### src/sv/lowest_free_slot_table_unit_assert.svh
// Assertion macros for the slot table unit.
// Build with NO_ASSERTIONS defined to drop every check.
`ifndef LOWEST_FREE_SLOT_TABLE_UNIT_ASSERT_SVH
`define LOWEST_FREE_SLOT_TABLE_UNIT_ASSERT_SVH

`ifndef NO_ASSERTIONS

`define LFST_ASSERT_ALWAYS(label, clk, rst, cond) \
   label: assert property (@(posedge clk) disable iff (rst) (cond)) \
      else $error("slot table check failed");

`define LFST_ASSERT_IMPLY(label, clk, rst, ante, cons) \
   label: assert property (@(posedge clk) disable iff (rst) (ante) |-> (cons)) \
      else $error("slot table check failed");

`define LFST_ASSERT_NEXT(label, clk, rst, ante, cons) \
   label: assert property (@(posedge clk) disable iff (rst) (ante) |=> (cons)) \
      else $error("slot table check failed");

`else

`define LFST_ASSERT_ALWAYS(label, clk, rst, cond)
`define LFST_ASSERT_IMPLY(label, clk, rst, ante, cons)
`define LFST_ASSERT_NEXT(label, clk, rst, ante, cons)

`endif

`endif

### src/sv/lfst_pkg.sv
`timescale 1ns / 1ps

package lfst_pkg;

   localparam int SLOTS     = 1024;
   localparam int SLOT_W    = 10;
   localparam int NEXT_W    = 11;
   localparam int VALUE_W   = 16;
   localparam int EVENTS_W  = 16;
   localparam int ENTRY_W   = VALUE_W + EVENTS_W;
   localparam int STATUS_W  = 2;
   localparam int DEF_ROW_W = 32;

   localparam logic MODE_ADD    = 1'b0;
   localparam logic MODE_REMOVE = 1'b1;

   typedef enum logic [STATUS_W-1:0] {
      ST_OK    = 2'd0,
      ST_FULL  = 2'd1,
      ST_ABOVE = 2'd2,
      ST_EMPTY = 2'd3
   } status_type;

   typedef enum logic [2:0] {
      S_CLEAR,
      S_IDLE,
      S_EXEC,
      S_SCAN,
      S_CHECK,
      S_FINISH
   } state_type;

endpackage

### src/sv/lfst_req_if.sv
`timescale 1ns / 1ps

interface lfst_req_if import lfst_pkg::*; ();
   logic                valid;
   logic                ready;
   logic                mode;
   logic [VALUE_W-1:0]  entry_value;
   logic [EVENTS_W-1:0] entry_events;
   logic [SLOT_W-1:0]   slot_index;

   modport source (output valid, mode, entry_value, entry_events, slot_index, input ready);
   modport sink   (input valid, mode, entry_value, entry_events, slot_index, output ready);
endinterface

### src/sv/lfst_rsp_if.sv
`timescale 1ns / 1ps

interface lfst_rsp_if import lfst_pkg::*; ();
   logic                valid;
   logic                ready;
   logic [STATUS_W-1:0] status;
   logic [SLOT_W-1:0]   used_slot;
   logic [SLOT_W-1:0]   high_mark;
   logic [NEXT_W-1:0]   next_free;

   modport source (output valid, status, used_slot, high_mark, next_free, input ready);
   modport sink   (input valid, status, used_slot, high_mark, next_free, output ready);
endinterface

### src/sv/lfst_valid_map.sv
`timescale 1ns / 1ps

module lfst_valid_map import lfst_pkg::*; #(
   parameter int ROW_W = DEF_ROW_W
) (
   input  logic                                clock,
   input  logic                                wr_en,
   input  logic [SLOT_W-$clog2(ROW_W)-1:0]     wr_row,
   input  logic [ROW_W-1:0]                    wr_mask,
   input  logic [ROW_W-1:0]                    wr_data,
   input  logic                                rd_en,
   input  logic [SLOT_W-$clog2(ROW_W)-1:0]     rd_row,
   output logic [ROW_W-1:0]                    rd_data
);

   localparam int ROWS = SLOTS / ROW_W;

   logic [ROW_W-1:0] map_mem [ROWS];
   logic [ROW_W-1:0] rd_data_ff;

   // bit-enable write: only masked bits of the row change
   always_ff @(posedge clock) begin
      if (wr_en) begin
         for (int b = 0; b < ROW_W; b++) begin
            if (wr_mask[b]) begin
               map_mem[wr_row][b] <= wr_data[b];
            end
         end
      end
      if (rd_en) begin
         rd_data_ff <= map_mem[rd_row];
      end
   end

   assign rd_data = rd_data_ff;

endmodule

### src/sv/lfst_find_free.sv
`timescale 1ns / 1ps

module lfst_find_free import lfst_pkg::*; #(
   parameter int ROW_W = DEF_ROW_W
) (
   input  logic [ROW_W-1:0]         row_bits,
   input  logic                     use_lo,
   input  logic [$clog2(ROW_W)-1:0] lo_bit,
   input  logic                     use_hi,
   input  logic [$clog2(ROW_W)-1:0] hi_bit,
   output logic                     found,
   output logic [$clog2(ROW_W)-1:0] pos
);

   localparam int BIT_W = $clog2(ROW_W);

   logic [ROW_W-1:0] cand;

   // free bits inside the window [lo_bit, hi_bit] of this row
   always_comb begin
      for (int b = 0; b < ROW_W; b++) begin
         cand[b] = !row_bits[b]
                   && (!use_lo || (BIT_W'(b) >= lo_bit))
                   && (!use_hi || (BIT_W'(b) <= hi_bit));
      end
   end

   // lowest candidate wins
   always_comb begin
      found = 1'b0;
      pos   = '0;
      for (int b = ROW_W - 1; b >= 0; b--) begin
         if (cand[b]) begin
            found = 1'b1;
            pos   = BIT_W'(b);
         end
      end
   end

endmodule

### src/sv/lowest_free_slot_table_unit.sv
// A remove runs S_EXEC, S_CHECK, S_FINISH (S_EXEC, S_FINISH when the index is above the mark);
// an add runs S_EXEC, S_FINISH, with S_SCAN between them, one bitmap row per cycle, when the
// written slot lies below the high mark (1 to SLOTS/ROW_W rows). req.ready is low until
// S_FINISH hands over the result, so one request is handled at a time; a result still held in
// the output register stalls the unit in S_FINISH. Synchronous reset zeroes the mark and free
// pointer, then clears the bitmap row by row (32 rows by default) with req.ready low.
`timescale 1ns / 1ps
`include "lowest_free_slot_table_unit_assert.svh"

module lowest_free_slot_table_unit import lfst_pkg::*; #(
   parameter int ROW_W = DEF_ROW_W
) (
   input  logic       clock,
   input  logic       reset,
   lfst_req_if.sink   req,
   lfst_rsp_if.source rsp
);

   localparam int BIT_W     = $clog2(ROW_W);
   localparam int ROW_IDX_W = SLOT_W - BIT_W;

   state_type             state_ff, state_in;
   logic                  op_mode_ff, op_mode_in;
   logic [VALUE_W-1:0]    op_value_ff, op_value_in;
   logic [EVENTS_W-1:0]   op_events_ff, op_events_in;
   logic [SLOT_W-1:0]     op_index_ff, op_index_in;
   logic [SLOT_W-1:0]     top_ff, top_in;
   logic [NEXT_W-1:0]     free_ff, free_in;
   logic [SLOT_W-1:0]     scan_lo_ff, scan_lo_in;
   logic [ROW_IDX_W-1:0]  scan_row_ff, scan_row_in;
   logic [ROW_IDX_W-1:0]  clr_row_ff, clr_row_in;
   status_type            res_status_ff, res_status_in;
   logic [SLOT_W-1:0]     res_slot_ff, res_slot_in;
   logic                  rsp_valid_ff, rsp_valid_in;
   logic [STATUS_W-1:0]   rsp_status_ff, rsp_status_in;
   logic [SLOT_W-1:0]     rsp_slot_ff, rsp_slot_in;
   logic [SLOT_W-1:0]     rsp_high_ff, rsp_high_in;
   logic [NEXT_W-1:0]     rsp_free_ff, rsp_free_in;

   logic                  map_wr_en;
   logic [ROW_IDX_W-1:0]  map_wr_row;
   logic [ROW_W-1:0]      map_wr_mask;
   logic [ROW_W-1:0]      map_wr_data;
   logic                  map_rd_en;
   logic [ROW_IDX_W-1:0]  map_rd_row;
   logic [ROW_W-1:0]      map_rd_data;

   logic                  ent_we;
   logic [SLOT_W-1:0]     ent_addr;
   logic [ENTRY_W-1:0]    ent_data;
   logic [ENTRY_W-1:0]    entry_mem [SLOTS];

   logic                  find_use_lo;
   logic                  find_use_hi;
   logic                  find_found;
   logic [BIT_W-1:0]      find_pos;

   logic [SLOT_W-1:0]     add_slot;
   logic [SLOT_W-1:0]     add_next;
   logic                  add_full;
   logic                  add_extend;
   logic [SLOT_W-1:0]     add_top;
   logic [ROW_W-1:0]      add_mask;
   logic [ROW_W-1:0]      rem_mask;

   lfst_valid_map #(.ROW_W(ROW_W)) u_valid_map (
      .clock   (clock),
      .wr_en   (map_wr_en),
      .wr_row  (map_wr_row),
      .wr_mask (map_wr_mask),
      .wr_data (map_wr_data),
      .rd_en   (map_rd_en),
      .rd_row  (map_rd_row),
      .rd_data (map_rd_data)
   );

   assign find_use_lo = (scan_row_ff == scan_lo_ff[SLOT_W-1:BIT_W]);
   assign find_use_hi = (scan_row_ff == top_ff[SLOT_W-1:BIT_W]);

   lfst_find_free #(.ROW_W(ROW_W)) u_find_free (
      .row_bits (map_rd_data),
      .use_lo   (find_use_lo),
      .lo_bit   (scan_lo_ff[BIT_W-1:0]),
      .use_hi   (find_use_hi),
      .hi_bit   (top_ff[BIT_W-1:0]),
      .found    (find_found),
      .pos      (find_pos)
   );

   assign add_slot   = free_ff[SLOT_W-1:0];
   assign add_next   = add_slot + SLOT_W'(1);
   assign add_full   = (free_ff == NEXT_W'(SLOTS));
   assign add_extend = ({1'b0, add_slot} == ({1'b0, top_ff} + NEXT_W'(1)));
   assign add_top    = add_extend ? add_slot : top_ff;
   assign add_mask   = ROW_W'(1) << add_slot[BIT_W-1:0];
   assign rem_mask   = ROW_W'(1) << op_index_ff[BIT_W-1:0];

   assign req.ready     = (state_ff == S_IDLE);
   assign rsp.valid     = rsp_valid_ff;
   assign rsp.status    = rsp_status_ff;
   assign rsp.used_slot = rsp_slot_ff;
   assign rsp.high_mark = rsp_high_ff;
   assign rsp.next_free = rsp_free_ff;

   always_comb begin
      state_in      = state_ff;
      op_mode_in    = op_mode_ff;
      op_value_in   = op_value_ff;
      op_events_in  = op_events_ff;
      op_index_in   = op_index_ff;
      top_in        = top_ff;
      free_in       = free_ff;
      scan_lo_in    = scan_lo_ff;
      scan_row_in   = scan_row_ff;
      clr_row_in    = clr_row_ff;
      res_status_in = res_status_ff;
      res_slot_in   = res_slot_ff;
      rsp_valid_in  = rsp_valid_ff && !rsp.ready;
      rsp_status_in = rsp_status_ff;
      rsp_slot_in   = rsp_slot_ff;
      rsp_high_in   = rsp_high_ff;
      rsp_free_in   = rsp_free_ff;
      map_wr_en     = 1'b0;
      map_wr_row    = clr_row_ff;
      map_wr_mask   = '0;
      map_wr_data   = '0;
      map_rd_en     = 1'b0;
      map_rd_row    = op_index_ff[SLOT_W-1:BIT_W];
      ent_we        = 1'b0;
      ent_addr      = op_index_ff;
      ent_data      = '0;

      case (state_ff)
         S_CLEAR: begin
            map_wr_en   = 1'b1;
            map_wr_mask = '1;
            clr_row_in  = clr_row_ff + ROW_IDX_W'(1);
            if (clr_row_ff == '1) begin
               state_in = S_IDLE;
            end
         end
         S_IDLE: begin
            if (req.valid) begin
               op_mode_in   = req.mode;
               op_value_in  = req.entry_value;
               op_events_in = req.entry_events;
               op_index_in  = req.slot_index;
               state_in     = S_EXEC;
            end
         end
         S_EXEC: begin
            if (op_mode_ff == MODE_ADD) begin
               if (add_full) begin
                  res_status_in = ST_FULL;
                  res_slot_in   = '0;
                  state_in      = S_FINISH;
               end else begin
                  map_wr_en     = 1'b1;
                  map_wr_row    = add_slot[SLOT_W-1:BIT_W];
                  map_wr_mask   = add_mask;
                  map_wr_data   = add_mask;
                  ent_we        = 1'b1;
                  ent_addr      = add_slot;
                  ent_data      = {op_events_ff, op_value_ff};
                  top_in        = add_top;
                  res_status_in = ST_OK;
                  res_slot_in   = add_slot;
                  if (add_slot < add_top) begin
                     // look for a hole between the written slot and the mark
                     scan_lo_in  = add_next;
                     scan_row_in = add_next[SLOT_W-1:BIT_W];
                     map_rd_en   = 1'b1;
                     map_rd_row  = add_next[SLOT_W-1:BIT_W];
                     state_in    = S_SCAN;
                  end else begin
                     free_in  = NEXT_W'(add_top) + NEXT_W'(1);
                     state_in = S_FINISH;
                  end
               end
            end else begin
               if (op_index_ff > top_ff) begin
                  res_status_in = ST_ABOVE;
                  res_slot_in   = '0;
                  state_in      = S_FINISH;
               end else begin
                  map_rd_en = 1'b1;
                  state_in  = S_CHECK;
               end
            end
         end
         S_SCAN: begin
            if (find_found) begin
               free_in  = NEXT_W'({scan_row_ff, find_pos});
               state_in = S_FINISH;
            end else if (find_use_hi) begin
               free_in  = NEXT_W'(top_ff) + NEXT_W'(1);
               state_in = S_FINISH;
            end else begin
               scan_row_in = scan_row_ff + ROW_IDX_W'(1);
               map_rd_en   = 1'b1;
               map_rd_row  = scan_row_ff + ROW_IDX_W'(1);
            end
         end
         S_CHECK: begin
            state_in = S_FINISH;
            if (!map_rd_data[op_index_ff[BIT_W-1:0]]) begin
               res_status_in = ST_EMPTY;
               res_slot_in   = '0;
            end else begin
               map_wr_en     = 1'b1;
               map_wr_row    = op_index_ff[SLOT_W-1:BIT_W];
               map_wr_mask   = rem_mask;
               ent_we        = 1'b1;
               res_status_in = ST_OK;
               res_slot_in   = op_index_ff;
               if (op_index_ff == top_ff) begin
                  if (free_ff == NEXT_W'(top_ff) + NEXT_W'(1)) begin
                     free_in = NEXT_W'(top_ff);
                  end
                  // the mark holds at zero when the last entry goes
                  if (top_ff != '0) begin
                     top_in = top_ff - SLOT_W'(1);
                  end
               end else if (NEXT_W'(op_index_ff) < free_ff) begin
                  free_in = NEXT_W'(op_index_ff);
               end
            end
         end
         S_FINISH: begin
            if (!rsp_valid_ff || rsp.ready) begin
               rsp_valid_in  = 1'b1;
               rsp_status_in = res_status_ff;
               rsp_slot_in   = res_slot_ff;
               rsp_high_in   = top_ff;
               rsp_free_in   = free_ff;
               state_in      = S_IDLE;
            end
         end
         default: begin
            state_in = S_IDLE;
         end
      endcase
   end

   always_ff @(posedge clock) begin
      if (reset) begin
         state_ff     <= S_CLEAR;
         clr_row_ff   <= '0;
         top_ff       <= '0;
         free_ff      <= '0;
         rsp_valid_ff <= 1'b0;
      end else begin
         state_ff     <= state_in;
         clr_row_ff   <= clr_row_in;
         top_ff       <= top_in;
         free_ff      <= free_in;
         rsp_valid_ff <= rsp_valid_in;
      end
   end

   always_ff @(posedge clock) begin
      op_mode_ff    <= op_mode_in;
      op_value_ff   <= op_value_in;
      op_events_ff  <= op_events_in;
      op_index_ff   <= op_index_in;
      scan_lo_ff    <= scan_lo_in;
      scan_row_ff   <= scan_row_in;
      res_status_ff <= res_status_in;
      res_slot_ff   <= res_slot_in;
      rsp_status_ff <= rsp_status_in;
      rsp_slot_ff   <= rsp_slot_in;
      rsp_high_ff   <= rsp_high_in;
      rsp_free_ff   <= rsp_free_in;
   end

   always_ff @(posedge clock) begin
      if (ent_we) begin
         entry_mem[ent_addr] <= ent_data;
      end
   end

   `LFST_ASSERT_ALWAYS(a_free_within_mark, clock, reset, free_ff <= (NEXT_W'(top_ff) + NEXT_W'(1)))
   `LFST_ASSERT_NEXT(a_accept_starts_exec, clock, reset, req.valid && req.ready, state_ff == S_EXEC)
   `LFST_ASSERT_IMPLY(a_rsp_from_finish, clock, reset, $rose(rsp_valid_ff), $past(state_ff) == S_FINISH)
   `LFST_ASSERT_IMPLY(a_scan_below_mark, clock, reset, state_ff == S_SCAN, scan_row_ff <= top_ff[SLOT_W-1:BIT_W])

endmodule
### src/flat_wrapper.sv
// flat-port wrapper written by rule: the top's interface ports become plain ports
module lowest_free_slot_table_unit_flat import lfst_pkg::*;
#(
   parameter int ROW_W = DEF_ROW_W
)
  (clock, reset, req_valid, req_mode, req_entry_value, req_entry_events, req_slot_index, req_ready, rsp_valid, rsp_status, rsp_used_slot, rsp_high_mark, rsp_next_free, rsp_ready);
  lfst_req_if req_i ();
  lfst_rsp_if rsp_i ();
  input  logic clock;
  input  logic reset;
  input wire logic [$bits(req_i.valid)-1:0] req_valid;
  input wire logic [$bits(req_i.mode)-1:0] req_mode;
  input wire logic [$bits(req_i.entry_value)-1:0] req_entry_value;
  input wire logic [$bits(req_i.entry_events)-1:0] req_entry_events;
  input wire logic [$bits(req_i.slot_index)-1:0] req_slot_index;
  output wire logic [$bits(req_i.ready)-1:0] req_ready;
  output wire logic [$bits(rsp_i.valid)-1:0] rsp_valid;
  output wire logic [$bits(rsp_i.status)-1:0] rsp_status;
  output wire logic [$bits(rsp_i.used_slot)-1:0] rsp_used_slot;
  output wire logic [$bits(rsp_i.high_mark)-1:0] rsp_high_mark;
  output wire logic [$bits(rsp_i.next_free)-1:0] rsp_next_free;
  input wire logic [$bits(rsp_i.ready)-1:0] rsp_ready;
  assign req_i.valid = req_valid;
  assign req_i.mode = req_mode;
  assign req_i.entry_value = req_entry_value;
  assign req_i.entry_events = req_entry_events;
  assign req_i.slot_index = req_slot_index;
  assign req_ready = req_i.ready;
  assign rsp_valid = rsp_i.valid;
  assign rsp_status = rsp_i.status;
  assign rsp_used_slot = rsp_i.used_slot;
  assign rsp_high_mark = rsp_i.high_mark;
  assign rsp_next_free = rsp_i.next_free;
  assign rsp_i.ready = rsp_ready;
  lowest_free_slot_table_unit #(.ROW_W(ROW_W)) u_core (.clock(clock), .reset(reset), .req(req_i), .rsp(rsp_i));
endmodule
### config.mk
export PLATFORM = sky130hd
export DESIGN_NAME = lowest_free_slot_table_unit_flat
export DESIGN_NICKNAME = d
export VERILOG_FILES = /design/src/sv/lfst_pkg.sv /design/src/sv/lfst_req_if.sv /design/src/sv/lfst_rsp_if.sv /design/src/sv/lfst_valid_map.sv /design/src/sv/lfst_find_free.sv /design/src/sv/lowest_free_slot_table_unit.sv /design/src/flat_wrapper.sv
export VERILOG_INCLUDE_DIRS = /design/src /design/src/sv
export SDC_FILE = /design/constraint.sdc
export NUM_CORES = 2
export LEC_CHECK = 0
export BUFFER_PORTS_ARGS = -buffer_cell sky130_fd_sc_hd__buf_2
export CAP_MARGIN = 20
export CORE_UTILIZATION = 45
export DETAILED_ROUTE_END_ITERATION = 7
export HOLD_SLACK_MARGIN = 0.03
export PLACE_DENSITY = 0.69
export SLEW_MARGIN = 10
export SYNTH_ARGS = -nofsm -noshare
export SYNTH_HDL_FRONTEND = slang
export SYNTH_SLANG_ARGS = --single-unit
### constraint.sdc
create_clock -name clock -period 13.5 [get_ports clock]
set_input_delay 0 -clock clock [delete_from_list [all_inputs] [get_ports clock]]
set_output_delay 0 -clock clock [all_outputs]
set_load 0.005 [all_outputs]
After elaboration in Yosys (flattened, before gate mapping)
Memories as Yosys holds them, arrays and structs flattened. A register that Yosys moved wholly into a read port is not among the register bits.
Index checks and enable logic that the tools add are counted.
Storage, ports and cells
  register bits: 101
  RAM bits: 1024
  bits of input ports: 47
  output and inout bits: 35
  word-level logic and storage cells: 534
  memories kept: 1
Memory list
  u_core.u_valid_map.map_mem: words 32, width 32, read ports 1, clocked after Yosys merged registers in 1, write ports 1, line lfst_valid_map.sv:18  | logic [ROW_W-1:0] map_mem [ROWS];
Operators by class
  add/sub/neg operators: 6
  magnitude comparators: 68
  eq/ne operators: 28
  shifts and indexed selects: 2
  mux-type cells: 233
  bitwise logic cells: 2
  reduce and logical (&&, ||, !) cells: 179
Operators by type and width (number)
  $mux 5: 45
  $mux 1: 142
  $mux 32: 4
  $mux 10: 10
  $mux 11: 9
  $pmux 32 s3: 1
  $ge 5x5->1 const A: 16
  $le 5x5->1 const A: 16
  $logic_and 1x1->1: 65
  $logic_or 1x1->1: 65
  $shl 1x5->32 const A: 2
  $ge 4x5->1 const A: 8
  $le 4x5->1 const A: 8
  $pmux 10 s2: 2
  $logic_not 1->1: 36
  $pmux 11 s3: 1
  $pmux 5 s2: 3
  $mux 3: 8
  $add 10x1->11 const B: 2
  $ge 3x5->1 const A: 4
  $le 3x5->1 const A: 4
  $pmux 3 s6: 1
  $ne 2x1->1 const B: 6
  $ne 2x2->1 const B: 6
  37 further kinds: 54

Depth between registers and ports, before layout
  depth after elaboration: 39
  depth in mapped cells: 28
  gate-level depth less buffers: 22

Modules after synthesis
Synthesis repeated with hierarchy kept, for this count alone.
Unflattened totals
  cells, all modules: 4519
  area total of the unflattened synthesis: 54274.6 sq um
Modules (own cells, without submodules)
  lfst_valid_map: times used 1, cells an instance 3513, area an instance 45521.2 sq um, sequential area each 31710.4 sq um
  lowest_free_slot_table_unit: times used 1, cells an instance 801, area an instance 7413.4 sq um, sequential area each 2732.6 sq um
  lfst_find_free: times used 1, cells an instance 205, area an instance 1340.0 sq um, sequential area each 0.0 sq um

Least setup slack after synthesis
OpenSTA, ideal clock, no wires.
  path type: register -> register
  start: reg u_core.top_ff[2]
  end: reg u_core.u_valid_map.rd_data_ff[10] (netlist: u_core.u_valid_map.rd_data[10]) (read register of u_core.u_valid_map.map_mem), data pin
  arrival: 6182 ps
  path slack: 7057 ps
  cell stages (with the launch flop): 27
  path buffers: 6
  clock period less this slack: 6443 ps
  cell sequence: dfxtp_1 clkbuf_1 clkbuf_1 clkbuf_1 and3_1 ha_1 xor2_1 nor3_1 nand4_1 nor2_1 clkbuf_1 nor2_1 a21oi_1 ha_1 a21o_1 a21o_1 a21oi_1 o21a_1 nand3_1 a21oi_1 a311o_1 nand2_2 buf_4 buf_2 mux4_2 o22ai_1 nor4_2
Between the ends
  cells in the longest elaborated chain, start to end: 37
  elaborated cells on any way between the ends: 144
RTL lines
  from (decl): line lowest_free_slot_table_unit.sv:27  | logic [SLOT_W-1:0] top_ff, top_in;
  from (signal assigned): line lowest_free_slot_table_unit.sv:255  | top_ff <= top_in;
  $le 5x5->1: line lfst_find_free.sv:24  | && (!use_hi || (BIT_W'(b) <= hi_bit));
  $logic_or 1x1->1: line lfst_find_free.sv:24
  $logic_and 1x1->1: line lfst_find_free.sv:24
  $mux 1 (32 in a row): line lfst_find_free.sv:33  | if (cand[b]) begin
  $mux 5 / $mux 1 (equally long branches): line lowest_free_slot_table_unit.sv:192  | if (find_found) begin
  $pmux 5 s2 / $pmux 1 s2 (equally long branches): line lowest_free_slot_table_unit.sv:133  | case (state_ff)
  to (decl): line lfst_valid_map.sv:19  | logic [ROW_W-1:0] rd_data_ff;
Parallel ways exist; a longest one is shown, timed or not.
A chain may end at the register's enable or synchronous reset.

Worst setup path after layout
  start: reg u_core.top_ff[0]
  end: reg u_core.u_valid_map.rd_data_ff[12] (netlist: u_core.u_valid_map.rd_data[12]) (read register of u_core.u_valid_map.map_mem), data pin
Same word-level chain as after synthesis.

==> flow_summary_export.csv <==
group,metric,value,unit
outcome,status,"completed",
min_path,worstHoldEndpoint,"u_core.op_index_ff[1]",
place,io_buffers,49,
synth,ys_async_sr_fraction,0,%
finish,fin_nets,4412,
flow_run,maxCapViolCount,0,
timing,finalSetupViolations,0,
place,place_inst,5701,
place,gp_congestion,0.9533,
detailed_routing,viasPerCell,6.247,
timing,min_period,9.129,ns
grt,grt_pass1_wl,232.0,mm
synth,syn_avg_cell_area,12.20,µm²
synth,yosysWarnings,0,
detailed_routing,vias,37220,
worst_setup_path,critPathKind,"reg -> reg",
detailed_routing,drc,0,
grt,grtUsageTotal,26.13,%
synth,netlist_top_cells_area,"edfxtp_1 63%, nor2_1 8.2%, mux4_2 5.8%",
timing,fmax,109.5,MHz
worst_setup_path,cp_top_family,"simple AND/OR/NAND/NOR gates",
synth,synth_top_cell_area_share,62.99,%
worst_setup_path,crit_buf_inv,4,
clock_network,cts.path.max_buffers,3,
power,power,9.005,mW
clock_network,cts_buffers,115,
clock_network,ctsResizeCount,0,
grt,grt_max_degree,116,
grt,antenna_found_initial,1,
min_path,hp-start,"req_slot_index[1]",
finish,syn_to_final_growth,11.90,%
detailed_routing,first_iter_violations,5299,
timing,hold_viol_final,0,
synth,synth_nets,4494,
power,ir_drop,0.1228,mV
floorplan,die_h,347.5,µm
synth,synth_area,0.05373,mm²
clock_network,cts_hold_buf,24,
clock_network,clock_latency,0.74,ns
synth,ys_seq_elements,1157,
power,p_leak,24.41,nW
floorplan,ios,82,
synth,yosysSeqAreaShare,64.11,%
timing,tns,0,ns
worst_setup_path,path_depth,24,
synth,synth_cell_types,80,
timing,period_share,67.62,%
clock_network,clkSinkCount,1157,
floorplan,start_util,45.44,%
worst_setup_path,r2r_start,"u_core.top_ff[0]",
worst_setup_path,cp.arrival,9.54,ns
synth,synth-edff-count,1127,
detailed_routing,ant_nets,0,
worst_setup_path,reg2regPathDepth,24,
finish,fin_util,50.85,%
synth,yosysTopAreaCell,"edfxtp_1",
clock_network,tritoncts,"built",
timing,rsz0062_at_grt,"no",
timing,fin_skew,0.07565,ns
worst_setup_path,r2r_slack,4.37,ns
floorplan,die-area,0.1208,mm²
clock_network,cts-root-buf,"clkbuf_16",
timing,slew_violations,0,
grt,grt_pass1_vias,35470,
worst_setup_path,crit_start,"u_core.top_ff[0]",
power,p_per_area,149.8,mW/mm²
worst_setup_path,cp-start-kind,"flop",
worst_setup_path,rr_endpoint,"u_core.u_valid_map.rd_data[12]",
timing,slew_headroom,21.98,%
timing,worstMarginPinSlew,1.168,ns
clock_network,cts_max_level,3,
clock_network,clk_pin_slew_worst_paths,0.06,ns
floorplan,die_w,347.5,µm
detailed_routing,wirelength,160.5,mm
worst_setup_path,required,13.91,ns
synth,synth_cells,4404,
detailed_routing,drt_pass1_iterations,6,
floorplan,row_count,126,
finish,layout-drive-gt1-share,14.32,%
synth,ys.flop_type,"edfxtp_1",
worst_setup_path,slowest_delay,0.72,ns
floorplan,core,0.1182,mm²
clock_network,cts_setup_buffers,0,
worst_setup_path,crit_chain,"clkinv_1 > ha_1 > xor2_1 > nor3_1 > nand4_1 > nor2_1 > nor2_1 > a21oi_1 > ha_1 > a21o_1 > a21o_1 > a21oi_1 > o21a_1 > o2111ai_1 > a21o_1 > a22oi_1 > and3b_4 > buf_4 > buf_4 > and2_2 > buf_4 > nand3_1 > a31oi_1 > nor4_2",
worst_setup_path,cp-end-kind,"flop",
min_path,hp-class,"in -> reg",
detailed_routing,drt-wirelength-per-cell,26.93,µm
worst_setup_path,crit_fanout,46,
grt,grt_overflow_total,0,
place,dp_hpwl,91.32,mm
min_path,hold_depth,2,
finish,stdcell_count,5959,
worst_setup_path,critPathSlowestCell,"nor2_1",
-- Yosys cell counts (10+ instances only) --
library cell,count
o22ai_1,77
nand3_1,169
dfxtp_1,30
nor2_1,1180
ha_1,43
nor4_1,10
nor4_2,31
and3_1,39
a31oi_1,102
a32oi_1,35
clkbuf_1,297
buf_4,21
and2_1,23
a211oi_1,52
mux2i_1,131
xor2_1,17
nand4_1,20
a41o_1,33
a21oi_1,74
buf_2,62
inv_1,36
mux4_2,138
o211ai_1,15
buf_6,12
nand2b_1,12
nand2_1,320
xnor2_1,28
o21ai_0,58
a21o_1,22
nor3_1,32
edfxtp_1,1127
-- flip-flops by register name, summed over array words and instances (netlist names), 3 cells and up --
name / flops
u_core.u_valid_map.map_mem: 1024
u_core.u_valid_map.rd_data: 32
u_core.free_ff: 11
u_core.rsp.next_free: 11
u_core.op_index_ff: 10
u_core.res_slot_ff: 10
u_core.rsp.high_mark: 10
u_core.rsp.used_slot: 10
u_core.scan_lo_ff: 10
u_core.top_ff: 10
u_core.clr_row_ff: 5
u_core.scan_row_ff: 5
u_core.state_ff: 3
-- metrics by stage --
stage	hold slack [ns]	cell area, µm²	setup WS [ns]
detailed placement	0.1783	55940	4.551
floorplan	0.09887	53730	7.057
finish	0.06589	60120	4.371
CTS	0.03251	59840	4.541
global route	0.04401	60120	3.910
global placement	0.1774	55500	4.684
-- layout make-up --
type | count | area [µm²]
Clock inverter | 79 | 655.6
Fill cell | 9986 | 58120
Multi-Input combinational cell | 2810 | 18140
Tap cell | 1536 | 1922
Timing Repair Buffer | 199 | 1809
Antenna cell | 2 | 5.005
Sequential cell | 1157 | 34440
Inverter | 39 | 146.4
Clock buffer | 137 | 3003
-- placed cells by master, fill, tap and decap left out, types with 57 or more instances in the layout --
cell type  Yosys  final
a21oi_1       74     74
nand3_1      169    169
edfxtp_1    1127   1127
o22ai_1       77     77
mux4_2       138    138
buf_4         21     80
o21ai_0       58     57
mux2i_1      131    131
nor2_1      1180   1157
clkbuf_16      0    117
a31oi_1      102    101
nand2_1      320    288
-- report_power, final --
part / internal (mW) / switching, mW
Sequential: 4.12 / 0.0780
Combinational: 0.463 / 1.23
Clock: 1.72 / 1.39
-- routing by layer --
layer  wire (µm)  track usage (%)  up-vias  share of wire, %
met3       18090            5.269      448                11
li1            -                -    15980                 -
met5           0                0        -                 0
met4        9292            13.35        0               5.8
met2       73860            41.60     2181                46
met1       59260            34.03    18620                37
-- worst max path at each step --
stage	end	slack, ns
after floorplan	u_core.u_valid_map.rd_data[10]	7.06
after CTS	u_core.u_valid_map.rd_data[12]	4.54
after global placement	u_core.u_valid_map.rd_data[12]	4.68
final	u_core.u_valid_map.rd_data[12]	4.37
after global routing	u_core.u_valid_map.rd_data[12]	3.91
after detailed placement	u_core.u_valid_map.rd_data[12]	4.55
-- cell families after synthesis --
group,synth area share (%)
and+or+nand+nor,15.15
DFF,64.11
AOI/OAI and AO/OA,7.191
buffers and inverters,3.512
muxes,8.225
xor gates and xnor gates,0.8174
adders and majority gates,1.001
-- worst reg2reg max path, stage by stage (launching register included) --
cell       delay (ns)
dfxtp_1          0.55
clkinv_1         0.40
ha_1             0.45
xor2_1           0.15
nor3_1           0.34
nand4_1          0.27
nor2_1           0.72
nor2_1           0.09
a21oi_1          0.39
ha_1             0.34
a21o_1           0.16
a21o_1           0.17
a21oi_1          0.15
o21a_1           0.26
o2111ai_1        0.23
a21o_1           0.36
a22oi_1          0.25
and3b_4          0.67
buf_4            0.58
buf_4            0.74
and2_2           0.62
buf_4            0.45
nand3_1          0.16
a31oi_1          0.30
nor4_2           0.08
No activity file was read; power rests on OpenSTA's default activity.
